**config.mk**
```make
export PLATFORM = sky130hd
export DESIGN_NAME = dotted_quad_text_scanner_flat
export DESIGN_NICKNAME = d
export VERILOG_FILES = /design/src/sv/dqts_pkg.sv /design/src/sv/dqts_in_if.sv /design/src/sv/dqts_out_if.sv /design/src/sv/dqts_core.sv /design/src/sv/dotted_quad_text_scanner.sv /design/src/flat_wrapper.sv
export SDC_FILE = /design/constraint.sdc
export NUM_CORES = 1
export LEC_CHECK = 0
export BUFFER_PORTS_ARGS = -buffer_cell sky130_fd_sc_hd__buf_2
export CORE_UTILIZATION = 60
export CTS_BUF_LIST = sky130_fd_sc_hd__clkbuf_8
export CTS_CLUSTER_SIZE = 12
export DETAILED_ROUTE_END_ITERATION = 10
export GPL_TIMING_DRIVEN = 1
export PLACE_DENSITY = 0.82
export SYNTH_ARGS = -nofsm -noshare
export SYNTH_HDL_FRONTEND = slang
export SYNTH_HIERARCHICAL = 1
export SYNTH_SLANG_ARGS = --single-unit
```
**constraint.sdc**
```tcl
create_clock -name i_clk -period 3.56 [get_ports i_clk]
set_input_delay 0.178 -clock i_clk [delete_from_list [all_inputs] [get_ports i_clk]]
set_output_delay 0.178 -clock i_clk [all_outputs]
set_load 0.005 [all_outputs]
```
**src/sv/dqts_pkg.sv**
```systemverilog
package dqts_pkg;

    // Width of the running text offset; the offset saturates at its maximum.
    localparam int OFFSET_BITS = 16;
    localparam int OUT_BITS    = 16;

    localparam logic [7:0] CH_END   = 8'h00;
    localparam logic [7:0] CH_DOT   = 8'h2E;
    localparam logic [7:0] CH_SPACE = 8'h20;
    localparam logic [7:0] CH_ZERO  = 8'h30;
    localparam logic [7:0] CH_NINE  = 8'h39;

    // Progress codes: octet n (0..3) uses 4n..4n+2; for n < 3, 4n+3 waits for a dot.
    localparam logic [3:0] PROG_IDLE     = 4'd0;
    localparam logic [3:0] PROG_OCT2     = 4'd4;
    localparam logic [3:0] PROG_OCT3     = 4'd8;
    localparam logic [3:0] PROG_OCT4     = 4'd12;
    localparam logic [3:0] PROG_OCT4_DIG = 4'd13;
    localparam logic [3:0] PROG_FULL     = 4'd15;

    localparam logic [1:0] MAX_SPACES = 2'd2;

    typedef struct packed {
        logic                hit;
        logic [OUT_BITS-1:0] start;
        logic [OUT_BITS-1:0] stop;
    } t_match;

endpackage

```
**src/sv/dqts_in_if.sv**
```systemverilog
interface dqts_in_if;
    logic       valid;
    logic       ready;
    logic [7:0] ch;

    modport source (output valid, output ch, input ready);
    modport sink (input valid, input ch, output ready);
endinterface

```
**src/sv/dqts_out_if.sv**
```systemverilog
interface dqts_out_if;
    logic        valid;
    logic        ready;
    logic [15:0] match_start;
    logic [15:0] match_end;

    modport source (output valid, output match_start, output match_end, input ready);
    modport sink (input valid, input match_start, input match_end, output ready);
endinterface

```
**src/sv/dqts_core.sv**
```systemverilog
module dqts_core
    import dqts_pkg::*;
(
    input  logic       i_clk,
    input  logic       i_rst_n,
    input  logic       i_step,
    input  logic [7:0] i_ch,
    output t_match     o_match
);

    typedef enum logic [1:0] {
        SCAN_TAKEN  = 2'd0,
        SCAN_BROKEN = 2'd1,
        SCAN_MATCH  = 2'd2
    } t_scan_res;

    typedef struct packed {
        logic [3:0]             progress;
        logic [1:0]             space_count;
        logic                   open;
        logic [OFFSET_BITS-1:0] start;
    } t_scan_st;

    typedef struct packed {
        t_scan_st  st;
        t_scan_res res;
    } t_scan_ret;

    t_scan_st               r_st;
    t_scan_st               n_st;
    logic [OFFSET_BITS-1:0] r_offset;
    logic [OFFSET_BITS-1:0] n_offset;
    t_scan_ret              first;
    t_scan_ret              second;

    function automatic logic [OUT_BITS-1:0] f_low(input logic [OFFSET_BITS-1:0] v);
        logic [31:0] w;
        w = 32'(v);
        return w[OUT_BITS-1:0];
    endfunction

    function automatic t_scan_ret f_scan(input t_scan_st s, input logic [7:0] c,
                                         input logic [OFFSET_BITS-1:0] off);
        t_scan_ret  r;
        logic       digit;
        logic       taken;
        logic [3:0] k;
        r     = '{st: s, res: SCAN_TAKEN};
        digit = (c >= CH_ZERO) && (c <= CH_NINE);
        taken = 1'b0;
        k     = s.progress;
        if (k[1:0] != 2'b11) begin
            if (digit || (c == CH_SPACE && k < PROG_OCT4_DIG)) begin
                taken = 1'b1;
                if (k == PROG_IDLE) begin
                    r.st.start       = off;
                    r.st.open        = 1'b1;
                    r.st.space_count = 2'd0;
                end
                if (digit) begin
                    r.st.progress = k + 4'd1;
                end else if (r.st.space_count == MAX_SPACES) begin
                    // The third space in one octet drops the candidate.
                    r.st.progress    = PROG_IDLE;
                    r.st.open        = 1'b0;
                    r.st.space_count = 2'd0;
                end else begin
                    r.st.space_count = r.st.space_count + 2'd1;
                end
            end else if (c == CH_DOT && k <= PROG_OCT4 && k != PROG_IDLE) begin
                taken            = 1'b1;
                r.st.space_count = 2'd0;
                if (k > PROG_OCT3) begin
                    r.st.progress = PROG_OCT4;
                end else if (k > PROG_OCT2) begin
                    r.st.progress = PROG_OCT3;
                end else begin
                    r.st.progress = PROG_OCT2;
                end
            end
        end else if (c == CH_DOT && k != PROG_FULL) begin
            taken            = 1'b1;
            r.st.space_count = 2'd0;
            r.st.progress    = k + 4'd1;
        end
        if (!taken) begin
            r.st.progress = PROG_IDLE;
            if (s.open) begin
                r.st.open        = 1'b0;
                r.st.space_count = 2'd0;
                r.res            = (k > PROG_OCT4) ? SCAN_MATCH : SCAN_BROKEN;
            end
        end
        return r;
    endfunction

    // The byte that ends or breaks a candidate is scanned again from idle.
    assign first  = f_scan(r_st, i_ch, r_offset);
    assign second = f_scan(first.st, i_ch, r_offset);

    always_comb begin
        n_st          = r_st;
        n_offset      = r_offset;
        o_match.hit   = 1'b0;
        o_match.start = f_low(r_st.start);
        o_match.stop  = f_low(r_offset);
        if (i_ch == CH_END) begin
            o_match.hit = r_st.open && (r_st.progress > PROG_OCT4);
            n_st        = '0;
            n_offset    = '0;
        end else begin
            o_match.hit   = (first.res == SCAN_MATCH);
            o_match.start = f_low(first.st.start);
            n_st          = (first.res == SCAN_TAKEN) ? first.st : second.st;
            if (r_offset != {OFFSET_BITS{1'b1}}) begin
                n_offset = r_offset + 1'b1;
            end
        end
    end

    always_ff @(posedge i_clk) begin
        if (!i_rst_n) begin
            r_st     <= '0;
            r_offset <= '0;
        end else if (i_step) begin
            r_st     <= n_st;
            r_offset <= n_offset;
        end
    end

endmodule

```
**src/sv/dotted_quad_text_scanner.sv**
```systemverilog
// An accepted byte is held in the input register, and its result is registered
// in the result register before it reaches the output.
// Throughput: one byte per cycle while the output side takes results; the only
// per-byte loop is the scan state update between the input and result registers.
// Reset (synchronous, active low) clears the scan state, the text offset and both
// valid flags; the block accepts bytes in the first cycle after reset.
module dotted_quad_text_scanner
    import dqts_pkg::*;
(
    input  logic       i_clk,
    input  logic       i_rst_n,
    dqts_in_if.sink    i_in,
    dqts_out_if.source o_out
);

    logic        r_in_valid;
    logic [7:0]  r_ch;
    logic        r_out_valid;
    logic [15:0] r_start;
    logic [15:0] r_stop;
    logic        advance;
    logic        in_take;
    t_match      match;

    // The result register moves whenever it is empty or being drained.
    assign advance     = !r_out_valid || o_out.ready;
    assign i_in.ready  = !r_in_valid || advance;
    assign in_take     = i_in.valid && i_in.ready;

    dqts_core u_core (
        .i_clk   (i_clk),
        .i_rst_n (i_rst_n),
        .i_step  (r_in_valid && advance),
        .i_ch    (r_ch),
        .o_match (match)
    );

    always_ff @(posedge i_clk) begin
        if (!i_rst_n) begin
            r_in_valid  <= 1'b0;
            r_out_valid <= 1'b0;
        end else begin
            if (in_take) begin
                r_in_valid <= 1'b1;
            end else if (advance) begin
                r_in_valid <= 1'b0;
            end
            if (advance) begin
                r_out_valid <= r_in_valid && match.hit;
            end
        end
    end

    always_ff @(posedge i_clk) begin
        if (in_take) begin
            r_ch <= i_in.ch;
        end
        if (advance) begin
            r_start <= match.start;
            r_stop  <= match.stop;
        end
    end

    assign o_out.valid       = r_out_valid;
    assign o_out.match_start = r_start;
    assign o_out.match_end   = r_stop;

endmodule
```
**src/flat_wrapper.sv**
```systemverilog
// flat-port wrapper written by rule: the top's interface ports become plain ports
module dotted_quad_text_scanner_flat import dqts_pkg::*;
  (i_clk, i_rst_n, i_in_valid, i_in_ch, i_in_ready, o_out_valid, o_out_match_start, o_out_match_end, o_out_ready);
  dqts_in_if i_in_i ();
  dqts_out_if o_out_i ();
  input  logic i_clk;
  input  logic i_rst_n;
  input wire logic [$bits(i_in_i.valid)-1:0] i_in_valid;
  input wire logic [$bits(i_in_i.ch)-1:0] i_in_ch;
  output wire logic [$bits(i_in_i.ready)-1:0] i_in_ready;
  output wire logic [$bits(o_out_i.valid)-1:0] o_out_valid;
  output wire logic [$bits(o_out_i.match_start)-1:0] o_out_match_start;
  output wire logic [$bits(o_out_i.match_end)-1:0] o_out_match_end;
  input wire logic [$bits(o_out_i.ready)-1:0] o_out_ready;
  assign i_in_i.valid = i_in_valid;
  assign i_in_i.ch = i_in_ch;
  assign i_in_ready = i_in_i.ready;
  assign o_out_valid = o_out_i.valid;
  assign o_out_match_start = o_out_i.match_start;
  assign o_out_match_end = o_out_i.match_end;
  assign o_out_i.ready = o_out_ready;
  dotted_quad_text_scanner u_core (.i_clk(i_clk), .i_rst_n(i_rst_n), .i_in(i_in_i), .o_out(o_out_i));
endmodule
```
; ---- Word-level counts from Yosys, hierarchy flattened
; Cells that the tools add are included.
[totals]
register_bits = 81
in_bits = 12
output_inout_bits = 34
word_cells = 119
[classes]
addsub = 5
magnitude_cmp = 11
n_eq_ne = 10
muxes = 55
n_reduce_logical = 28
[op_table]
columns = cell, count
row1 = $mux 19, 6
row2 = $mux 17, 4
row3 = $mux 16, 3
row4 = $mux 6, 8
row5 = $mux 23, 2
row6 = $mux 4, 8
row7 = $add 16x1->16 const B, 1
row8 = $eq 8x6->1 const B, 2
row9 = $ne 16x16->1 const B, 1
row10 = $mux 7, 2
row11 = $logic_and 1x1->1, 13
row12 = $mux 1, 13
row13 = $gt 4x4->1 const B, 3
row14 = $mux 3, 4
row15 = $mux 2, 5
row16 = $add 4x1->4 const B, 2
row17 = $ge 8x6->1 const B, 1
row18 = $gt 4x3->1 const B, 2
row19 = $le 4x4->1 const B, 2
row20 = $le 8x6->1 const B, 1
row21 = $logic_not 4->1, 2
row22 = $logic_not 8->1, 1
row23 = $lt 4x4->1 const B, 2
row24 = $ne 4x4->1 const B, 2
row25 = 9 further kinds, 19

; ---- Logic depth before layout (Yosys ltp)
[logic_depth]
word_depth = 26
mapped_depth = 16
ltp_nobuf = 13

; ---- By module
; The synthesis kept the hierarchy.
[by_module_without_submodules]
columns = module, n_inst, cells_per_inst, area_per_inst_um2, seq_area_each_um2
row1 = dqts_core, 1, 276, 2438.6, 780.7
row2 = dotted_quad_text_scanner, 1, 52, 1310.0, 1241.2

; ---- Worst setup path before layout
; OpenSTA, ideal clock, no wires.
[synth_path]
path_kind = reg-to-reg
from = register u_core.r_ch[4]
to = register u_core/u_core/r_st[10] (netlist name)
setup_ns = 0.117
arrival_time_ns = 2.790
t_required_ns = 3.443
slack_ns = 0.653
path_stages_with_launch = 11
n_path_buf = 1
synth_period_minus_slack_ns = 2.907
path_cell_list = edfxtp_1 -> or4b_1 -> o41a_1 -> a21o_1 -> a22o_1 -> ha_1 -> inv_1 -> a41o_1 -> o21bai_2 -> buf_2 -> a22o_1
[synth_between]
elab_chain_len = 15
elab_cells_between_ends = 37
classes_between = order compare: 3 / eq/ne: 3 / mux: 20 / reduce/logical: 11
[synth_rtl]
columns = element, line_no
row1 = "start, declared", dotted_quad_text_scanner.sv:17  ; logic [7:0] r_ch;
row2 = "start signal, assigned", dotted_quad_text_scanner.sv:56  ; r_ch <= i_in.ch;
row3 = branches (longest 14 deep; another with $ge 8x6->1), n/a
row4 = $mux 23 (*), dqts_core.sv:107  ; if (i_ch == CH_END) begin
row5 = "end signal, assigned", dqts_core.sv:126  ; r_st <= n_st;
row6 = "end, declared", dqts_core.sv:29  ; t_scan_st r_st;
; Mark *: on every way between the ends. The select of a mux whose other input is x is not followed.
; A chain may end at the register's enable or synchronous reset.

; ---- Worst setup path after layout
[layout_path]
from = register u_core.r_ch[4]
to = register u_core/u_core/r_st[12] (netlist name)
; Same word-level chain as after synthesis.

==> results by group <==
Outcome
  – Run status: finished clean

STA
  – Final setup fails: 0
  – Actual slew at the worst max-slew pin: approximately 1100 ps
  – Shortest period the worst path allows: 3340 ps
  – Max Freq: 299 MHz
  – Clock skew after layout: 10.8 ps
  – Share of the cycle needed by the critical path after routing: 93.9%
  – Max Transition Viols Final: 0
  – Final TNS setup: 0 ps
  – RSZ-0062 raised after global routing: no
  – Hold Fails Final Rpt: 0
  – Worst max-slew margin expressed relative to the limit: between 20% and 30%

Critical path
  – Critical path class: reg2reg
  – Dominant cell type by count on the critical path: sky130_fd_sc_hd__a22o_1
  – Cell family contributing the most delay on the critical path: compound AO/OA/AOI/OAI gates
  – Startpoint type of the worst setup path: register
  – Arrival time of the worst setup path: approximately 3600 ps
  – Worst-path maximum fanout: 16
  – Buffering stage count on the worst path with inverters included: 1
  – Type of destination of the critical path: register
  – FF-to-FF setup slack: ~220 ps
  – Length in cells of the worst reg-to-reg path: 9
  – List of cells traversed by the critical path: or4b_1 -> o41a_1 -> a21o_1 -> a22o_1 -> ha_1 -> inv_1 -> a41o_1 -> nor2b_4 -> a22o_1
  – Crit Reg-Reg Startpoint: u_core/r_ch[4]
  – Launching instance or port of the critical path: u_core/r_ch[4]
  – Data required time at the worst endpoint: approximately 3800 ps
  – Slowest cell delay on critical path: roughly 620 ps
  – R2r endpoint: u_core/u_core/r_st[12]
  – Slowest CP cell: sky130_fd_sc_hd__or4b_1

Placement
  – Routability-driven placement congestion ratio: approximately 0.97
  – # placed instances: ~440
  – Detailed Place HPWL: 5100 um
  – Number of port buffers: 45

Drt
  – Avg WL per Cell: 16.4 um
  – DR pass1 iterations: 5
  – Remaining DRCs: 0
  – Wire length after detailed routing: between 7000 and 8000 um
  – Via-per-instance ratio: 6.11
  – Count of vias placed by the detailed router: 2860
  – Number of nets still failing antenna checks after routing: 0
  – First-iteration detailed-routing DRC count: roughly 280

GRT
  – Overflow left after global routing: 0
  – Initial antenna violation count: 0
  – Via count of the first global-routing pass: between 2000 and 3000
  – Global-route wire length before repair: approximately 13000 um
  – Maximum number of pins on one net before global-route repair: 35
  – All-Layer GR Usage: between 20% and 30%

Clock tree
  – Clock sink count: between 80 and 90
  – Clock-pin transition on the worst setup and hold timing paths: 80 ps
  – Clock Latency Late Sink: 350 ps
  – Number of clock buffers inserted by TritonCTS: 9
  – Setup fix buffers added after clock tree synthesis: 0
  – CTS tree: built
  – Number of buffers on the longest clock path: 2
  – Count of H-tree levels built during CTS: 3
  – Clk Tree Root Cell: sky130_fd_sc_hd__clkbuf_8

Layout
  – P&R area growth vs syn: 16.4%
  – Fill cell instance count of the final layout: 387
  – Post-route insts no fill: roughly 470
  – Share of post-route cells with drive strength above 1: approximately a quarter
  – Seq. cell area: 0.00202 mm2
  – Multi-input gate area in the final layout: 0.00163 mm2
  – Antenna diodes: 0
  – Number of nets in the layout: 405
  – Final core utilization: 72.8%

Synth
  – Register area share after synthesis: between 50% and 60%
  – Mean instance size in the synthesized netlist: 11.4 um2
  – Gate count after technology mapping: 328
  – Leading cell type by number of instances after synthesis: sky130_fd_sc_hd__dfxtp_1
  – Number of synthesized flops with an enable pin: 40
  – Dominant combinational cell family by area after synthesis: simple AND/OR/NAND/NOR gates
  – Xor/xnor cell area share of the yosys netlist: 3.04%
  – Simple-gate share of the synthesized area: a little under a fifth
  – Distinct cell type count of the synthesized netlist: 67
  – Area contributors post-synth: sky130_fd_sc_hd__edfxtp_1, sky130_fd_sc_hd__dfxtp_1, sky130_fd_sc_hd__mux2_2
  – Multiplexer area fraction after synthesis: under 10%
  – Share of synthesized flip-flops with an asynchronous set or reset: 0%
  – Adder-Cell Fraction of Synth Area: between 1.5 and 2%
  – Top post-synthesis cells by count: sky130_fd_sc_hd__dfxtp_1, sky130_fd_sc_hd__edfxtp_1, sky130_fd_sc_hd__nand2_1, sky130_fd_sc_hd__nor2_1
  – Cell taking the most area after synthesis: sky130_fd_sc_hd__edfxtp_1
  – Yosys reg bits: 81
  – Synth Cell Area: around 0.0037 mm2
  – Most instantiated flip-flop cell in the synthesis netlist: sky130_fd_sc_hd__dfxtp_1
  – Complex-gate fraction of the synthesized area: ~15%
  – Synthesis warning total: 6
  – Share of the synthesized area in the top cell type: about a third
  – Post-synthesis net count: around 350

Floorplan
  – Die Height: approximately 80 um
  – Chip Width: approximately 81 um
  – Std-Cell Rows: 28
  – Full die area: 0.00657 mm2
  – Core outline area: approximately 0.0060 mm2
  – Initial cell density of the core: 62.6%
  – Number of top-level pins: between 40 and 50

Flow run
  – Number of max-cap violations: 0

Power
  – Worst IR drop on VDD: between 0.4 and 0.5 mV
  – Static leakage: around 1.8 nW
  – Power per standard cell area: about 410 mW/mm2

Worst hold path
  – Min-delay worst type: in2reg
  – Worst min-delay path startpoint: i_in_valid
  – Sink of the worst hold path: u_core/r_in_valid
  – Depth of the worst hold-timing path: 3
==> per-stage QoR <==
step / power, mW / instance area, um2 / setup slack (ps) / hold slack, ps
floorplan: 1.05 / 3750 / 653 / 277
global placement: 1.07 / 4050 / 427 / 354
detailed placement: 1.07 / 4050 / 363 / 357
CTS: 1.81 / 4360 / 281 / 36.9
global route: 1.85 / 4360 / 50.0 / 75.9
finish: 1.80 / 4360 / 216 / 59.5
==> layout make-up <==
type,count,share of cell area [%]
Clock inverter,7,2.32
Clock buffer,9,2.84
Inverter,9,0.774
Multi-Input combinational cell,227,37.4
Timing Repair Buffer,60,8.20
Tap cell,75,2.15
Sequential cell,81,46.3
==> kinds of logic (layout without fill, tap and decap cells) <==
| logic type | Yosys count | after routing |
|---|---|---|
| AO/OA/AOI/OAI | 71 | 71 |
| XOR/XNOR | 13 | 13 |
| adder cells (fa/ha/maj) | 5 | 5 |
| buffers and inverters | 20 | 85 |
| AND/OR/NAND/NOR | 119 | 119 |
| multiplexers | 19 | 19 |
| flip-flops | 81 | 81 |
==> cells in the final DEF (no fill, tap or decap), types with 3 or more instances in the layout <==
| cell type | instances |
|---|---|
| sky130_fd_sc_hd__xor2_1 | 8 |
| sky130_fd_sc_hd__a22o_1 | 17 |
| sky130_fd_sc_hd__o21ai_0 | 8 |
| sky130_fd_sc_hd__nand3_1 | 15 |
| sky130_fd_sc_hd__o21ai_1 | 3 |
| sky130_fd_sc_hd__inv_1 | 8 |
| sky130_fd_sc_hd__clkbuf_8 | 9 |
| sky130_fd_sc_hd__and3_1 | 4 |
| sky130_fd_sc_hd__nand3b_1 | 3 |
| sky130_fd_sc_hd__nand2_1 | 28 |
| sky130_fd_sc_hd__nand2b_1 | 3 |
| sky130_fd_sc_hd__buf_2 | 45 |
| sky130_fd_sc_hd__xnor2_1 | 5 |
| sky130_fd_sc_hd__and4_1 | 3 |
| sky130_fd_sc_hd__nor2b_1 | 6 |
| sky130_fd_sc_hd__ha_1 | 5 |
| sky130_fd_sc_hd__nand4_1 | 8 |
| sky130_fd_sc_hd__a21oi_1 | 9 |
| sky130_fd_sc_hd__nor3_1 | 7 |
| sky130_fd_sc_hd__or3_1 | 4 |
| sky130_fd_sc_hd__buf_4 | 7 |
| sky130_fd_sc_hd__edfxtp_1 | 40 |
| sky130_fd_sc_hd__nor2_1 | 21 |
| sky130_fd_sc_hd__a31o_2 | 3 |
| sky130_fd_sc_hd__mux2_2 | 17 |
| sky130_fd_sc_hd__dfxtp_1 | 41 |
| sky130_fd_sc_hd__dlygate4sd3_1 | 8 |
| sky130_fd_sc_hd__a21boi_0 | 3 |
==> layer usage <==
metal	GRT usage, %	part of all wire [%]	up-vias
met3	5.84	5.8	21
met4	10.2	2.6	0
met5	0	0	-
li1	-	-	1366
met2	39.7	45	114
met1	35.2	47	1359
==> registers in the layout (all words and copies together), names as in the netlist <==
signal and cells:
u_core/o_out.match_start 16, u_core/r_ch 8, u_core/o_out.match_end 16, u_core/r_in_valid 1, u_core/o_out.valid 1, u_core/u_core/r_st 23, u_core/u_core/r_offset 16
==> tightest hold or removal path: cells and delay by family <==
family / cells / cell delay [ps]
buffers and inverters: 1 / 90
and+or+nand+nor: 1 / 60
AOI/OAI and AO/OA: 1 / 50
==> power by group <==
part           switching, mW  internal (mW)
Sequential            0.0121          0.979
Combinational         0.0380         0.0312
Clock                  0.333          0.402
==> worst max-delay path by stage <==
| stage | to | slack (ps) | cells after the start |
|---|---|---|---|
| 2_1_floorplan | u_core/u_core/r_st[10] | 650 | 10 |
| 3_3_place_gp | u_core/u_core/r_st[4] | 430 | 9 |
| 3_5_place_dp | u_core/u_core/r_st[15] | 360 | 9 |
| 4_1_cts | u_core/u_core/r_st[12] | 280 | 11 |
| 5_1_grt | u_core/u_core/r_st[12] | 50 | 9 |
| 6_report | u_core/u_core/r_st[12] | 220 | 9 |
==> timing repair <==
item / CTS / global route
gates resized for setup: 0 / 1
hold buffers: 8 / 0
hold endpoints to repair: 8 / 0
setup endpoints to repair: 0 / 16
No activity file was read; power rests on OpenSTA's default activity.
